==> config.mk <==
export PLATFORM = sky130hd
export DESIGN_NAME = wpm_obuf_flat
export DESIGN_NICKNAME = d
export VERILOG_FILES = /design/src/hdl/wpm_out_if.sv /design/src/hdl/wpm_obuf.sv /design/src/flat_wrapper.sv
export SDC_FILE = /design/constraint.sdc
export NUM_CORES = 1
export LEC_CHECK = 0
export BUFFER_PORTS_ARGS = -buffer_cell sky130_fd_sc_hd__buf_2
export CELL_PAD_IN_SITES_DETAIL_PLACEMENT = 1
export CELL_PAD_IN_SITES_GLOBAL_PLACEMENT = 2
export CORE_AREA = 2 2 39 41
export CTS_CLUSTER_DIAMETER = 150
export CTS_CLUSTER_SIZE = 16
export DETAILED_ROUTE_END_ITERATION = 8
export DIE_AREA = 0 0 41 43
export GPL_TIMING_DRIVEN = 0
export HOLD_SLACK_MARGIN = 0.03
export PLACE_DENSITY_LB_ADDON = 0.1
export RECOVER_POWER = 100
export SETUP_SLACK_MARGIN = 0.1
export SLEW_MARGIN = 20
export SYNTH_ARGS = -nofsm -noshare
export SYNTH_HDL_FRONTEND = slang
export SYNTH_SLANG_ARGS = --single-unit
export TNS_END_PERCENT = 20
==> constraint.sdc <==
create_clock -name clk -period 2.52 [get_ports clk]
set_clock_uncertainty 0.15 [all_clocks]
set_input_delay 0.252 -clock clk [delete_from_list [all_inputs] [get_ports clk]]
set_output_delay 0.252 -clock clk [all_outputs]
set_load 0.005 [all_outputs]
==> src/hdl/wpm_out_if.sv <==
// ----------------------------------------------------------------------------
// wpm_out_if
// Output channel: one match flag per finished query.
// ----------------------------------------------------------------------------
interface wpm_out_if;
  logic valid;
  logic ready;
  logic match;

  modport source (output valid, output match, input ready);
  modport sink   (input valid, input match, output ready);
endinterface

==> src/hdl/wpm_obuf.sv <==
// ----------------------------------------------------------------------------
// wpm_obuf
// Two-entry result buffer between the cell chain and the output channel.
// ----------------------------------------------------------------------------
module wpm_obuf (
  input  logic              clk,
  input  logic              rst,
  input  logic              push,
  input  logic              push_match,
  output logic              room,
  wpm_out_if.source         results
);

  logic       slot [2];
  logic       wp, rp;
  logic [1:0] cnt;
  logic       pop;

  assign pop           = results.valid && results.ready;
  assign room          = (cnt != 2'd2) || results.ready;
  assign results.valid = (cnt != 2'd0);
  assign results.match = slot[rp];

  always_ff @(posedge clk) begin
    if (rst) begin
      wp  <= 1'b0;
      rp  <= 1'b0;
      cnt <= 2'd0;
    end else begin
      if (push) begin
        wp <= ~wp;
      end
      if (pop) begin
        rp <= ~rp;
      end
      case ({push, pop})
        2'b10:   cnt <= cnt + 2'd1;
        2'b01:   cnt <= cnt - 2'd1;
        default: cnt <= cnt;
      endcase
    end
  end

  always_ff @(posedge clk) begin
    if (push) begin
      slot[wp] <= push_match;
    end
  end

  a_no_overflow: assert property (@(posedge clk) disable iff (rst)
    push |-> room) else $error("result pushed into full buffer");
  a_cnt_range: assert property (@(posedge clk) disable iff (rst)
    cnt != 2'd3) else $error("result count out of range");
  a_pop_drains: assert property (@(posedge clk) disable iff (rst)
    (pop && !push) |=> (cnt == $past(cnt) - 2'd1))
    else $error("pop did not drain buffer");

endmodule

==> src/flat_wrapper.sv <==
// flat-port wrapper written by rule: the top's interface ports become plain ports
module wpm_obuf_flat 
  (clk, rst, push, push_match, room, results_valid, results_match, results_ready);
  wpm_out_if results_i ();
  input  logic clk;
  input  logic rst;
  input  logic push;
  input  logic push_match;
  output logic room;
  output wire logic [$bits(results_i.valid)-1:0] results_valid;
  output wire logic [$bits(results_i.match)-1:0] results_match;
  input wire logic [$bits(results_i.ready)-1:0] results_ready;
  assign results_valid = results_i.valid;
  assign results_match = results_i.match;
  assign results_i.ready = results_ready;
  wpm_obuf u_core (.clk(clk), .rst(rst), .push(push), .push_match(push_match), .room(room), .results(results_i));
endmodule
### Word-level counts from Yosys, hierarchy flattened

Memories as Yosys holds them, arrays and structs flattened. A register that Yosys moved wholly into a read port is not among the register bits.
Cells that the tools add are included.

| word-level totals | value |
|---|---|
| register bits after elaboration | 4 |
| bits in writable memories | 2 |
| input port bits | 5 |
| logic and storage cells | 20 |
| memories kept | 1 |

| cells by class | value |
|---|---|
| $add $sub $neg | 2 |
| equality and inequality tests | 3 |
| multiplexer cells | 5 |
| bitwise operators | 2 |
| reductions and logical operators | 4 |

Memory list:

| name | depth | bits a word | read ports | clocked after Yosys merged registers in | wr ports | line | text |
|---|---|---|---|---|---|---|---|
| u_core.slot | 2 | 1 | 1 | 1 | 1 | wpm_obuf.sv:14 | `logic slot [2];` |

Operator list:

| cell | count |
|---|---|
| 2-to-1 mux 1 bit | 4 |
| case mux 2 bit (2 select lines) | 1 |
| nonzero test 2 bit | 2 |
| adder 2 x 1 -> 2 bit, second input constant | 1 |
| equality test 2 x 1 -> 1 bit, second input constant | 1 |
| equality test 2 bit, second input constant | 1 |
| inequality test 2 bit, second input constant | 1 |
| inverter 1 bit | 2 |
| subtractor 2 x 1 -> 2 bit, second input constant | 1 |
| logical AND 1 bit | 1 |
| logical OR 1 bit | 1 |

### Logic depth before layout (Yosys ltp)

| logic depth | value |
|---|---|
| depth in word-level cells | 4 |
| mapped depth | 5 |

### Least setup slack after synthesis

Ideal clock, no wire load.

| path | value |
|---|---|
| path kind | reg2reg |
| from | reg u_core.cnt[0] |
| to | reg u_core.cnt[1] |
| arrival time | 1318 ps |
| required time | 2300 ps |
| slack | 982 ps |
| stages on the path, launching flop included | 5 |
| path buffers | 0 |
| cell sequence | dfxtp_1 -> o21a_1 -> ha_1 -> or3_1 -> a21oi_1 |

| on the way | value |
|---|---|
| cells in the longest elaborated chain, start to end | 4 |
| elaborated cells between the ends (all ways) | 8 |
| classes of those cells | add/sub (2); eq/ne (2); mux (1); reduce/logical (3) |

Ends and longest elaborated chain:

| what | line | text |
|---|---|---|
| start: declaration | wpm_obuf.sv:16 | `logic [1:0] cnt;` |
| start signal: assignment | wpm_obuf.sv:37 | `2'b10: cnt <= cnt + 2'd1;` |
| start signal: assignment | wpm_obuf.sv:38 | `2'b01: cnt <= cnt - 2'd1;` |
| start signal: assignment | wpm_obuf.sv:39 | `default: cnt <= cnt;` |
| nonzero test 2 bit * | wpm_obuf.sv:21 | `assign results.valid = (cnt != 2'd0);` |
| logical AND 1 bit * | wpm_obuf.sv:19 | `assign pop = results.valid && results.ready;` |
| net u_core.pop | wpm_obuf.sv:17 | `logic pop;` |
| equality test 2 x 1 -> 1 bit / equality test 2 bit (equally long branches) | wpm_obuf.sv:36 | `case ({push, pop})` |
| case mux 2 bit (2 select lines) / nonzero test 2 bit (equally long branches) | -- |  |

Mark *: on every way through the listed nets, which the timed path passes. The rest lies on a longest branch.
A chain may end at the register's enable or synchronous reset.

### Final worst setup path

Same ends and word-level chain as after synthesis.

==> impl_metrics.tcl <==
set metrics [dict create \
    timing.final.crit_period_ns 1.64 \
    worst_hold_path.endpoint "u_core.wp" \
    cts-root-to-sink-buffers 2 \
    clock_latency_ns 0.25 \
    drc 0 \
    worst_setup_hold_path_clk_slew_ns 0.05 \
    upper_clock_frequency_limit_mhz 611 \
    rows 14 \
    timing.final.crit_share_pct 64.9 \
    antenna_violating_nets_left 0 \
    top_level_ports 8 \
    die_w_um 41 \
    clock_tree.root_cell "clkbuf_4" \
    tightestPinTransition_ns 0.192 \
    syn_area_per_cell_um2 11.0 \
    cp.required_ns 2.55 \
    grt_max_degree 6 \
    rr_worst_depth 4 \
    worst_case_headroom_to_the_max_slew_limit_pct 87.2 \
    timing.max_cap.violations 0 \
    initial_utilization_pct 20.7 \
    drt_wl_total_um 541 \
    mappedNetlistNets 32 \
    htree_levels 1 \
    cp_cell_instances "o21a_1 -> ha_1 -> or3_1 -> a21oi_1" \
    globalRouteOverflowTotal 0 \
    peakVddDrop_uv 267 \
    cpPeakStageDelay_ns 0.37 \
    yosys_register_bits 7 \
    cts_inserted_buffers 3 \
    num_vias 210 \
    grt_pass1_vias 197 \
    clock-sinks 7 \
    crit_path_end_kind "flop" \
    critical-path-top-delay-family "compound AO/OA/AOI/OAI gates" \
    final_net_count 45 \
    worst_path_maximum_fanout 5 \
    die_area_um2 1760 \
    timing.reg2reg.setup_slack_ns 0.88 \
    gpl.final_weighted_congestion 0.630 \
    outcome "finished, final reports clean" \
    detail_route.vias_per_cell 3.89 \
    cts_tree "done" \
    drtPass1Iterations 4 \
    power_density_nw_per_um2 1030 \
    totalNegativeSetupSlack_ns 0 \
    post-place-ws_ns 0.889 \
    layout-area-overhead-vs-synth_pct 31.0 \
    worst_hold_stages 2 \
    syn_inst 26 \
    place.detailed.instances 49 \
    crit_path_top_delay_cell "or3_1" \
    drtIter0Drc 1 \
    worstHoldPathType "input pin to flop" \
    timing.rr.start "u_core.cnt[0]" \
    floorplan_core_area_um2 1380 \
    grt_setup_unrepaired "no" \
    first_pass_grt_wire_length_um 828 \
    drive_gt1_share_pct 28.9 \
    seq_area_frac_synth_pct 55.9 \
    globalRouteTotalUtil_pct 8.06 \
    critical_path_arrival_ns 1.67 \
    rr_endpoint "u_core.cnt[1]" \
    routedWlPerCell_um 10.0 \
    leakage_component_of_the_power_nw 0.152 \
    holdCritStartpoint "rst" \
    ys.warnings.count 0 \
    worst-setup-path-type "flop to flop" \
    hold_violations 0 \
    port_buffers 7 \
    setup-violations-final 0 \
    worst-path-buf-inv 0 \
    synth_cell_type_count 15 \
    finalNonFillerCells 54 \
    synth_area_um2 287 \
    fin_hold_ws_ns 0.0796 \
    finalMaxSlewViolations 0 \
    antenna_cells_inserted 0 \
    grt_antenna_before_repair 0 \
    die_h_um 43 \
    setup.worst_path.start_class "flop" \
    fin_total_pwr_mw 0.388 \
    final.fill_count 164 \
    final_critical_path_setup_slack_ns 0.884 \
]
worst max-delay path by stage:
stage / from / cells after the start / to / slack [ns]
finish: u_core.cnt[0] / 4 / u_core.cnt[1] / 0.88
detailed placement: u_core.cnt[0] / 4 / u_core.cnt[1] / 0.89
global route: u_core.cnt[0] / 4 / u_core.cnt[1] / 0.81
floorplan: u_core.cnt[0] / 4 / u_core.cnt[1] / 0.98
global placement: u_core.cnt[0] / 4 / u_core.cnt[1] / 0.92
CTS: u_core.cnt[0] / 4 / u_core.cnt[1] / 0.88
synthesized netlist by cell type:
library cell	instances	area, µm²
mux2_2	1	11.3
a21oi_1	1	5.00
or3b_2	1	8.76
dfxtp_1	5	100
ha_1	1	12.5
edfxtp_1	2	60.1
nor2_1	5	18.8
o21ai_0	1	5.00
or2_2	1	6.26
xnor2_1	3	26.3
o21a_1	1	7.51
and2_1	1	6.26
xor2_1	1	8.76
or3_1	1	6.26
inv_1	1	3.75
area by class of cell:
| type | count | area, µm² | area share, % |
|---|---|---|---|
| inverters | 1 | 3.75 | 1.00 |
| clock buffers | 4 | 26.3 | 7.00 |
| flip-flops and latches | 7 | 160 | 42.7 |
| repair buffers | 8 | 42.5 | 11.3 |
| well taps | 16 | 20.0 | 5.33 |
| multi-input cells | 18 | 123 | 32.7 |
kinds of logic (layout without fill, tap and decap cells):
| group | count (synthesis) | after routing | share of synthesized area [%] |
|---|---|---|---|
| AO/OA/AOI/OAI | 3 | 3 | 6.11 |
| XOR/XNOR | 4 | 4 | 12.2 |
| adder cells (fa/ha/maj) | 1 | 1 | 4.37 |
| buffers and inverters | 1 | 13 | 1.31 |
| flip-flops | 7 | 7 | 55.9 |
| multiplexers | 1 | 1 | 3.93 |
| AND/OR/NAND/NOR | 9 | 9 | 16.2 |
timing repair:
item / in CTS / in global routing
endpoints found under the hold margin: 0 / 2
hold buffers: 0 / 1
setup buffers: 0 / 0
gates resized for setup: 0 / 0
routing by layer:
layer | track usage [%] | routed length [µm] | up-vias
li1 | - | - | 112
met1 | 8.79 | 279 | 92
met2 | 9.06 | 222 | 6
met3 | 4.71 | 39 | 0
met4 | 10.0 | 0 | 0
met5 | 0 | 0 | -
report_power, final:
group,internal (mW),total [mW],leakage [nW],switching [mW]
Sequential,0.146,0.171,0.0601,0.0243
Combinational,0.0666,0.115,0.0766,0.0482
Clock,0.0605,0.103,0.0150,0.0425
Total,0.273,0.388,0.152,0.115
stage by stage:
stage,util (%),area (µm²)
floorplan,-,287
global placement,24.7,342
detailed placement,24.7,342
CTS,26.6,368
global route,27.1,375
finish,27.1,375
cells in the final DEF (no fill, tap or decap):
master	Yosys	layout
or3b_2	1	1
inv_1	1	1
clkbuf_1	0	3
dfxtp_1	5	5
mux2_2	1	1
xnor2_1	3	3
edfxtp_1	2	2
o21ai_0	1	1
xor2_1	1	1
ha_1	1	1
clkbuf_4	0	3
and2_0	0	1
nor2_1	5	5
buf_2	0	5
o21a_1	1	1
dlygate4sd3_1	0	1
or2_2	1	1
a21oi_1	1	1
or3_1	1	1
(Power assumes the default switching activity.)
