## src/hdl/wpm_pkg.sv

```systemverilog
// ----------------------------------------------------------------------------
// wpm_pkg
// Shared types and constants for the word list prefix matcher.
// ----------------------------------------------------------------------------
package wpm_pkg;

  localparam int MAX_WORDS_DEF = 64;
  localparam int MAX_LEN_DEF   = 32;
  localparam int CHAR_W        = 8;

  // action codes of an input beat
  localparam logic ACT_LOAD  = 1'b0;
  localparam logic ACT_QUERY = 1'b1;

  // control part of a token travelling down the cell chain
  typedef struct packed {
    logic valid;
    logic query;
    logic last;
    logic any;
  } wpm_ctl_t;

endpackage

```

## src/hdl/wpm_cell.sv

```systemverilog
// ----------------------------------------------------------------------------
// wpm_cell
// One word slot of the chain: stores a word, compares it against the query
// stream and hands each token it does not absorb on to the next slot.
// ----------------------------------------------------------------------------
module wpm_cell #(
  parameter int MAX_LEN = wpm_pkg::MAX_LEN_DEF,
  localparam int PW = $clog2(MAX_LEN + 1),
  localparam int AW = (MAX_LEN > 1) ? $clog2(MAX_LEN) : 1,
  localparam int DEPTH = 1 << AW
) (
  input  logic                       clk,
  input  logic                       rst,
  input  logic                       adv,
  input  wpm_pkg::wpm_ctl_t          ci,
  input  logic [wpm_pkg::CHAR_W-1:0] ch_i,
  input  logic [PW-1:0]              pos_i,
  output wpm_pkg::wpm_ctl_t          co,
  output logic [wpm_pkg::CHAR_W-1:0] ch_o,
  output logic [PW-1:0]              pos_o
);

  wpm_pkg::wpm_ctl_t          tq;
  logic [wpm_pkg::CHAR_W-1:0] ch_q;
  logic [PW-1:0]              pos_q;
  logic [wpm_pkg::CHAR_W-1:0] rd;
  logic [wpm_pkg::CHAR_W-1:0] mem [DEPTH];

  logic          filled, filled_next;
  logic          sm, sm_next;
  logic [PW-1:0] len, len_next;
  logic [PW-1:0] lp, lp_next;

  logic          absorb, we, cmp, in_range, miss, sm_cur, hit;
  logic [PW-1:0] lp_inc, seen;
  logic [AW-1:0] wa, ra;

  assign wa = lp[AW-1:0];
  assign ra = pos_i[AW-1:0];

  always_comb begin
    absorb   = tq.valid && (tq.query == wpm_pkg::ACT_LOAD) && !filled;
    we       = absorb && (lp < PW'(MAX_LEN));
    lp_inc   = we ? lp + PW'(1) : lp;
    cmp      = tq.valid && (tq.query == wpm_pkg::ACT_QUERY) && filled;
    in_range = pos_q < PW'(MAX_LEN);
    miss     = cmp && in_range && (pos_q < len) && (rd != ch_q);
    sm_cur   = sm && !miss;
    seen     = in_range ? pos_q + PW'(1) : pos_q;
    hit      = cmp && tq.last && sm_cur && (len <= seen);

    filled_next = filled;
    sm_next     = sm;
    len_next    = len;
    lp_next     = lp;
    if (absorb) begin
      lp_next = tq.last ? '0 : lp_inc;
      if (tq.last) begin
        // a word closed while a query runs joins from the next query on
        filled_next = 1'b1;
        len_next    = lp_inc;
        sm_next     = (pos_q == '0);
      end
    end
    if (cmp) begin
      sm_next = tq.last ? 1'b1 : sm_cur;
    end

    co       = tq;
    co.valid = tq.valid && !absorb;
    co.any   = tq.any | hit;
    ch_o     = ch_q;
    pos_o    = pos_q;
  end

  always_ff @(posedge clk) begin
    if (rst) begin
      tq     <= '0;
      filled <= 1'b0;
      sm     <= 1'b1;
      len    <= '0;
      lp     <= '0;
    end else if (adv) begin
      tq     <= ci;
      filled <= filled_next;
      sm     <= sm_next;
      len    <= len_next;
      lp     <= lp_next;
    end
  end

  always_ff @(posedge clk) begin
    if (adv) begin
      ch_q  <= ch_i;
      pos_q <= pos_i;
    end
  end

  // character store, write-first so a closing char is seen by the next beat
  always_ff @(posedge clk) begin
    if (adv) begin
      if (we) begin
        mem[wa] <= ch_q;
      end
      rd <= (we && (wa == ra)) ? ch_q : mem[ra];
    end
  end

  a_stays_closed: assert property (@(posedge clk) disable iff (rst)
    filled |=> filled) else $error("closed word slot reopened");
  a_len_nonzero: assert property (@(posedge clk) disable iff (rst)
    filled |-> (len != '0)) else $error("closed word has zero length");
  a_lp_bound: assert property (@(posedge clk) disable iff (rst)
    lp <= PW'(MAX_LEN)) else $error("load position past word limit");

endmodule

```

## config.mk

```make
export PLATFORM = sky130hd
export DESIGN_NAME = wpm_cell
export DESIGN_NICKNAME = d
export VERILOG_FILES = /design/src/hdl/wpm_pkg.sv /design/src/hdl/wpm_cell.sv
export SDC_FILE = /design/constraint.sdc
export NUM_CORES = 1
export LEC_CHECK = 0
export ABC_AREA = 1
export BUFFER_PORTS_ARGS = -buffer_cell sky130_fd_sc_hd__buf_2
export CORE_ASPECT_RATIO = 2
export CORE_UTILIZATION = 37
export CTS_CLUSTER_SIZE = 12
export DETAILED_ROUTE_END_ITERATION = 16
export HOLD_SLACK_MARGIN = 0.02
export PLACE_DENSITY = 0.5
export SLEW_MARGIN = 20
export SYNTH_ARGS = -nofsm -noshare
export SYNTH_HDL_FRONTEND = slang
export SYNTH_SLANG_ARGS = --single-unit
```

## constraint.sdc

```tcl
create_clock -name clk -period 2.5 [get_ports clk]
set_clock_uncertainty 0.2 [all_clocks]
set_input_delay 0.25 -clock clk [delete_from_list [all_inputs] [get_ports clk]]
set_output_delay 0.25 -clock clk [all_outputs]
set_load 0.02 [all_outputs]
```

* Word level (Yosys, flattened, before mapping) *
Memory sizes are Yosys's and may differ from the RTL's. A register that Yosys moved wholly into a read port is not among the register bits.
Cells that the tools add are included.

word-level totals
  word-level logic and storage cells = 52
  register bits = 32
  output and inout port bits = 18
  memories kept = 1
  bits in writable memories = 256

operators by class
  eq/ne operators = 1
  bitwise gates (word level) = 2
  $add $sub $neg = 2
  reductions and logical operators = 22
  $lt $le $gt $ge = 4
  multiplexer cells = 10

memory list
  name  depth  bits a word  rd ports  clocked after memory_dff  wr ports  RTL line        source
  mem   32     8            1         1                         1         wpm_cell.sv:27  logic [wpm_pkg::CHAR_W-1:0] mem [DEPTH];

operators by type and width
  kind                 count
  $mux 6               3
  $logic_and 1x1->1    13
  $add 6x1->6 const B  2
  $lt 6x6->1 const B   2
  $ne 8x8->1           1
  $mux 1               7
  $le 6x6->1           1
  $logic_not 6->1      1
  $lt 6x6->1           1
  $reduce_and 3->1     2
  $reduce_bool 2->1    2
  $logic_not 1->1      3
  $reduce_and 2->1     1
  $not 1->1            1
  $or 1x1->1           1

* Longest topological paths before layout *
Gate-level depths: netlist of run 1.

  depth in word-level cells = 10
  depth in mapped cells = 13
  depth with buffers taken out = 13

* Worst setup path after synthesis of run 1 *
Ideal clock, no wire load.

  path kind = reg-to-output
  start point = register pos_q[0], in the netlist pos_o[0]
  end point = output port co[0] (netlist name)
  buffers on the path = 0
  cell stages (with the launch flop) = 13
  arrival = 2,066 ps
  setup slack = -16 ps
  data required time = 2,050 ps
  cells stage by stage = edfxtp_1 inv_1 nor3_1 nand2_1 xor2_1 ha_1 nand2_1 nor2_1 o21ai_0 o211ai_1 nand2_1 nand3b_1 o21bai_1

RTL lines
  element                 RTL line        source
  from (decl)             wpm_cell.sv:25  logic [PW-1:0] pos_q;
  from (signal assigned)  wpm_cell.sv:95  pos_q <= pos_i;
  to (decl)               wpm_cell.sv:18  output wpm_pkg::wpm_ctl_t co,

==> results of run 1 <==
Yosys cell counts:
| cell type | number | share of area (%) |
|---|---|---|
| a31oi_1 | 2 | 0.096 |
| nand4_1 | 2 | 0.096 |
| xnor2_1 | 7 | 0.47 |
| clkinv_1 | 1 | 0.029 |
| a21oi_1 | 11 | 0.42 |
| nor2_1 | 67 | 1.9 |
| nor2_8 | 1 | 0.15 |
| o21ai_0 | 20 | 0.77 |
| clkbuf_2 | 1 | 0.038 |
| nand3b_1 | 1 | 0.058 |
| or2_2 | 1 | 0.048 |
| buf_2 | 35 | 1.3 |
| clkbuf_1 | 7 | 0.20 |
| o211ai_1 | 1 | 0.058 |
| nor3_1 | 1 | 0.038 |
| buf_4 | 4 | 0.23 |
| nor2_4 | 1 | 0.086 |
| nor3_4 | 1 | 0.12 |
| edfxtp_1 | 278 | 64 |
| a211oi_1 | 1 | 0.058 |
| o21bai_1 | 1 | 0.058 |
| inv_2 | 4 | 0.12 |
| o22ai_1 | 2 | 0.096 |
| xor2_1 | 7 | 0.47 |
| dfxtp_1 | 18 | 2.8 |
| nand3_1 | 174 | 6.7 |
| buf_1 | 10 | 0.29 |
| o21ai_1 | 8 | 0.31 |
| nor3_2 | 1 | 0.077 |
| nor2_2 | 2 | 0.096 |
| nand3_4 | 1 | 0.13 |
| nand2_4 | 1 | 0.086 |
| inv_1 | 116 | 3.3 |
| nand2_1 | 472 | 14 |
| ha_1 | 17 | 1.6 |
per-stage QoR:
step	util (%)	hold WS [ns]
floorplan	-	0.119
global placement	41.1	0.227
detailed placement	41.1	0.229
CTS	44.1	0.0223
global route	44.1	0.0310
finish	44.1	0.0378
cells by family after synthesis:
| kind of cell | count (synthesis) |
|---|---|
| simple gates | 726 |
| xor+xnor | 14 |
| buf+inv | 178 |
| flops | 296 |
| compound gates | 46 |
| fa+ha+maj | 17 |
path summary, 6_finish.rpt:
path | cells after the start | start | endpoint | slack, ns
max | 12 | pos_o[1]$_DFFE_PP_ | co[0] | -0.45
min | 2 | pos_i[0] | pos_o[0]$_DFFE_PP_ | 0.04
max reg2reg | 7 | tq[3]$_SDFFE_PP0P_ | mem[27][5]$_DFFE_PP_ | 0.25
min reg2reg | 2 | len[3]$_SDFFE_PP0P_ | len[3]$_SDFFE_PP0P_ | 0.34
sequential cells by signal, indices dropped and copies added (netlist names):
register and cells:
mem 256, ch_o 8, rd 8, len 6
lp 6, pos_o 6, co 2, tq 2
filled 1, sm 1
final cells by class:
class | count | area share [%]
inverter | 121 | 3.00
tap | 441 | 3.63
timing repair buffer | 137 | 7.11
sequential | 296 | 57.2
multi-input combinational | 803 | 23.9
clock buffer | 42 | 5.16
layer usage:
| metal | vias to the layer above | share of wire [%] | track usage, % |
|---|---|---|---|
| met4 | 0 | 5.6 | 12.4 |
| li1 | 4422 | - | - |
| met3 | 84 | 2.5 | 2.06 |
| met5 | - | 0 | 0 |
| met1 | 4398 | 34 | 20.2 |
| met2 | 180 | 57 | 41.3 |
timing repair:
| action | 4_1_cts | 5_1_grt |
|---|---|---|
| hold buffers | 21 | 0 |
| setup buffers | 2 | 0 |
| pin swaps | 9 | 5 |
| hold endpoints to repair | 28 | 0 |
| resized for setup | 12 | 3 |
| setup endpoints to repair | 1 | 1 |
where the power goes:
group,internal [mW],switching [mW],leakage [nW]
registers,5.50,0.0300,2.66
clock network,2.13,1.74,0.379
logic,0.271,0.618,3.16
==> impl_metrics.py, run 1 <==
metrics = {
    "outcome": {
        "run_status": "finished with violations",
        "violations": "negative setup slack",
    },
    "route": {
        "vias_per_cell": 4.94,
        "dr.pass1.iters": 5,
        "wl_per_cell_um": 19.9,
        "routed_wl_um": 36600,
        "vias": 9084,
        "drcViolationCount": 0,
        "ant_nets": 0,
        "drtIter0Drc": 537,
    },
    "synth": {
        "synth_compound_area_share_pct": 1.86,
        "synth_nets": 1315,
        "synthAdderAreaFrac_pct": 1.63,
        "syn_inst": 1277,
        "yosys_register_bits": 296,
        "synth_area_per_cell_um2": 10.2,
        "synth_top_family_by_area": "simple AND/OR/NAND/NOR gates",
        "synth_cell_types": 35,
        "synth-simple-area-share_pct": 23.2,
        "synthXorXnorAreaFrac_pct": 0.940,
        "yosysWarnings": 0,
        "ys_seq_area_share_pct": 66.8,
        "synthesis.area_um2": 13000,
        "muxShareOfSynthArea_pct": 0,
    },
    "layout": {
        "layout.nets": 1425,
        "fin_area_um2": 15200,
        "syn_to_final_growth_pct": 16.7,
        "drive_above_1_share_pct": 12.2,
        "multiInputGateArea_um2": 3630,
        "instances_no_fill": 1840,
        "final_common_cell": "nand2_1",
        "mostFrequentLayoutCells": "nand2_1 (469), edfxtp_1 (278), nand3_1 (174)",
        "nFillCells": 3284,
        "ff_latch_area_um2": 8710,
        "diodes": 0,
    },
    "placement": {
        "dp_hpwl_um": 24700,
        "gp_congestion": 0.881,
        "place_area_um2": 14200,
        "dp_worst_setup_slack_ns": 0.0121,
        "io_buffer_count": 38,
        "dp_cells": 1775,
    },
    "clocking": {
        "clk_pin_slew_ns": 0.06,
        "clock-sinks": 296,
        "clockBufferDepth": 3,
        "root_buffer": "clkbuf_16",
        "cts_tree": "done",
        "clk_latency_ns": 0.55,
        "ctsHtreeMaxLevel": 1,
        "numCtsBuffers": 28,
    },
    "die": {
        "rows": 96,
        "die_area_um2": 36000,
        "io_pins": 39,
        "fp.dieW_um": 135,
        "initial_core_util_pct": 37.8,
        "coreArea_um2": 34500,
        "die_h_um": 267,
    },
    "global_route": {
        "grt_max_degree": 49,
        "grt_overflow": 0,
        "grt_pass1_wl_um": 54700,
        "grt_pass1_vias": 9199,
        "track_usage_pct": 20.9,
        "antenna_found_initial": 0,
    },
    "timing": {
        "hold_viol_final": 0,
        "min_period_over_period_pct": 118,
        "max_freq_ghz": 0.339,
        "drv_slew": 0,
        "worst_slack_ns": -0.447,
        "max-slew-margin-rel_pct": 62.9,
        "setup_viol": 1,
        "rsz0062_at_grt": "yes",
        "setup_tns_ns": -0.447,
        "worst_slew_pin_slew_ns": 0.551,
        "fin_crit_ns": 2.95,
    },
    "setup_path": {
        "cp_slowest_cell": "edfxtp_1",
        "cp-start-kind": "register",
        "crit_chain": "inv_2 > ha_1 > o21ai_1 > ha_1 > inv_1 > nor2_1 > o21ai_1 > o211ai_1 > nand2_1 > nand3b_1 > o21bai_2 > buf_6",
        "path_delay_family": "compound AO/OA/AOI/OAI gates",
        "crit_required_ns": 2.05,
        "critPathMaxStageDelay_ns": 0.44,
        "cp_num_buf_inv": 3,
        "path_max_fanout": 3,
        "criticalPathCategory": "reg2out",
        "worst_setup_path_end_kind": "output pin",
        "cp.arrival_ns": 2.50,
    },
    "min_path": {
        "hp-class": "in2reg",
    },
    "pwr": {
        "vdd_drop_max_uv": 553,
        "p_leak_nw": 6.20,
        "finalPower_mw": 10.3,
        "powerDensity_nw_per_um2": 676,
    },
    "run": {
        "maxCapViolations": 0,
    },
}
Power figures use the tool's default switching activity.
==> run 2: changes to the inputs <==
--- a/config.mk
+++ b/config.mk
@@ -6,6 +6,7 @@
 export NUM_CORES = 1
 export LEC_CHECK = 0
 export ABC_AREA = 1
+export ABC_CLOCK_PERIOD_IN_PS = 2500
 export BUFFER_PORTS_ARGS = -buffer_cell sky130_fd_sc_hd__buf_2
 export CORE_ASPECT_RATIO = 2
 export CORE_UTILIZATION = 37
==> constraint.sdc (replaced) <==
create_clock -name clk -period 2.5 [get_ports clk]
set_clock_uncertainty 0.2 [all_clocks]
set_input_delay 0.25 -clock clk [delete_from_list [all_inputs] [get_ports clk]]
set_output_delay 0.25 -clock clk [all_outputs]
set_load 0.005 [all_outputs]
==> impl_metrics.py, run 2 (synthesis gave the netlist of run 1 again) <==
metrics = {
    "pwr": {
        "p_leak_nw": 6.17,
        "combPwrFrac_pct": 8.2,
        "power_switching_mw": 2.40,
        "p_clk_share_pct": 38.4,
        "sw_frac_of_total_pct": 23.2,
        "intPower_mw": 7.95,
        "sequentialPowerShare_pct": 53.4,
        "powerDensity_nw_per_um2": 682,
        "vdd_drop_max_uv": 572,
    },
    "clocking": {
        "cts_tree": "done",
        "root_buffer": "clkbuf_16",
        "clock-sinks": 296,
        "clockBufferDepth": 3,
        "ctsHtreeMaxLevel": 1,
        "clk_pin_slew_ns": 0.06,
        "numCtsBuffers": 28,
        "clk_latency_ns": 0.56,
    },
    "min_path": {
        "hp-class": "in2reg",
    },
    "layout": {
        "regMostFlops": "mem",
        "fin_area_um2": 15200,
        "mostFrequentLayoutCells": "nand2_1 (471), edfxtp_1 (278), nand3_1 (174)",
        "diodes": 0,
        "syn_to_final_growth_pct": 16.5,
        "final_common_cell": "nand2_1",
        "nFillCells": 3245,
        "instances_no_fill": 1840,
        "drive_above_1_share_pct": 11.1,
        "largest_register_ff_count": 256,
        "layout.nets": 1415,
    },
    "outcome": {
        "violations": "negative setup slack",
        "run_status": "finished with violations",
    },
    "placement": {
        "dp_hpwl_um": 24100,
        "io_buffer_count": 38,
        "gp_congestion": 0.829,
        "place_area_um2": 14100,
        "dp_cells": 1763,
    },
    "route": {
        "vias": 9084,
        "routed_wl_um": 36900,
        "ant_nets": 0,
        "drcViolationCount": 0,
        "wl_per_cell_um": 20.1,
        "vias_per_cell": 4.94,
        "dr.pass1.iters": 5,
        "drtIter0Drc": 485,
    },
    "setup_path": {
        "cp_slowest_cell": "edfxtp_1",
        "crit_top_cell": "nand2_1",
        "crit_required_ns": 2.05,
        "critPathMaxStageDelay_ns": 0.39,
        "cp.arrival_ns": 2.44,
        "worst_setup_path_end_kind": "output pin",
        "cp-start-kind": "register",
        "crit_chain": "inv_2 > nor3_4 > nand2_1 > xor2_1 > ha_1 > nand2_1 > nor2_1 > o21ai_1 > o211ai_1 > nand2_1 > nand3b_1 > o21bai_1 > buf_2",
        "path_max_fanout": 3,
        "criticalPathCategory": "reg2out",
    },
    "global_route": {
        "grt_max_degree": 66,
        "track_usage_pct": 21.1,
        "grt_pass1_wl_um": 54800,
        "grt_pass1_vias": 9089,
        "antenna_found_initial": 0,
        "grt_overflow": 0,
    },
    "die": {
        "coreArea_um2": 34500,
        "io_pins": 39,
        "rows": 96,
        "initial_core_util_pct": 37.8,
        "fp.dieW_um": 135,
        "die_h_um": 267,
        "die_area_um2": 36000,
    },
    "timing": {
        "rsz0062_at_grt": "yes",
        "worst_slack_ns": -0.388,
        "setup_tns_ns": -0.388,
        "min_period_over_period_pct": 116,
        "hold_viol_final": 0,
        "max-slew-margin-rel_pct": 60.2,
        "worst_slew_pin_slew_ns": 0.596,
        "setup_viol": 1,
        "max_freq_ghz": 0.346,
        "drv_slew": 0,
        "fin_crit_ns": 2.89,
    },
    "run": {
        "maxCapViolations": 0,
    },
}
-- run 2: metal layers --
layer  share of wire [%]  global-route usage [%]  vias up
li1                    -                       -     4422
met1                  35                    20.7     4392
met2                  57                    42.0      191
met3                 2.6                    1.72       79
met4                 5.4                    11.7        0
met5                   0                       0        -
-- run 2: through the flow --
stage                     utilization [%]  total power [mW]  hold WS [ns]  worst slack, ns
final                                44.1              10.4        0.0465           -0.388
after global routing                 44.1              10.7        0.0489           -0.552
after CTS                            44.0              10.4        0.0308           -0.409
after detailed placement             40.9              6.45         0.228           0.0138
after global placement               40.9              6.45         0.228           0.0122
after floorplan                         -              6.07         0.119            0.325
-- run 2: area by class of cell --
| cell class | count | area [µm²] | area share (%) |
|---|---|---|---|
| timing repair buffer | 127 | 1020 | 6.69 |
| sequential | 296 | 8710 | 57.3 |
| multi-input combinational | 803 | 3630 | 23.9 |
| inverter | 121 | 455 | 3.00 |
| tap | 441 | 552 | 3.63 |
| clock buffer | 52 | 822 | 5.41 |
-- run 2: path summary, 6_finish.rpt --
check | startpoint | endpoint | slack [ns] | cells after the start
worst max-delay path | pos_o[1]$_DFFE_PP_ | co[0] | -0.39 | 13
worst min-delay path | adv | ch_o[6]$_DFFE_PP_ | 0.05 | 2
worst max register to register | filled$_SDFFE_PP0P_ | mem[17][4]$_DFFE_PP_ | 0.23 | 6
worst min register to register | len[0]$_SDFFE_PP0P_ | len[0]$_SDFFE_PP0P_ | 0.33 | 2
-- run 2: power by group through the flow --
stage | Sequential (mW) | Clock [mW] | Combinational [mW]
final | 5.53 | 3.97 | 0.850
after global routing | 5.53 | 4.24 | 0.924
after CTS | 5.53 | 4.05 | 0.861
after detailed placement | 5.64 | 0 | 0.818
after global placement | 5.63 | 0 | 0.814
after floorplan | 5.68 | 0 | 0.388
-- run 2: what timing repair did --
item                       CTS  global route
setup buffers                3             0
pin swaps                    1             3
resized for setup           10             3
hold buffers                22             0
hold endpoints to repair    28             0
setup endpoints to repair    1             1
-- run 2: worst max-delay path, delay by kind of cell, from the launching register on --
family | cells | cell delay (ns)
AND/OR/NAND/NOR | 6 | 0.57
flip-flops | 1 | 0.39
XOR/XNOR | 1 | 0.15
buffers and inverters | 2 | 0.20
AO/OA/AOI/OAI | 3 | 0.30
adder cells (fa/ha/maj) | 1 | 0.28
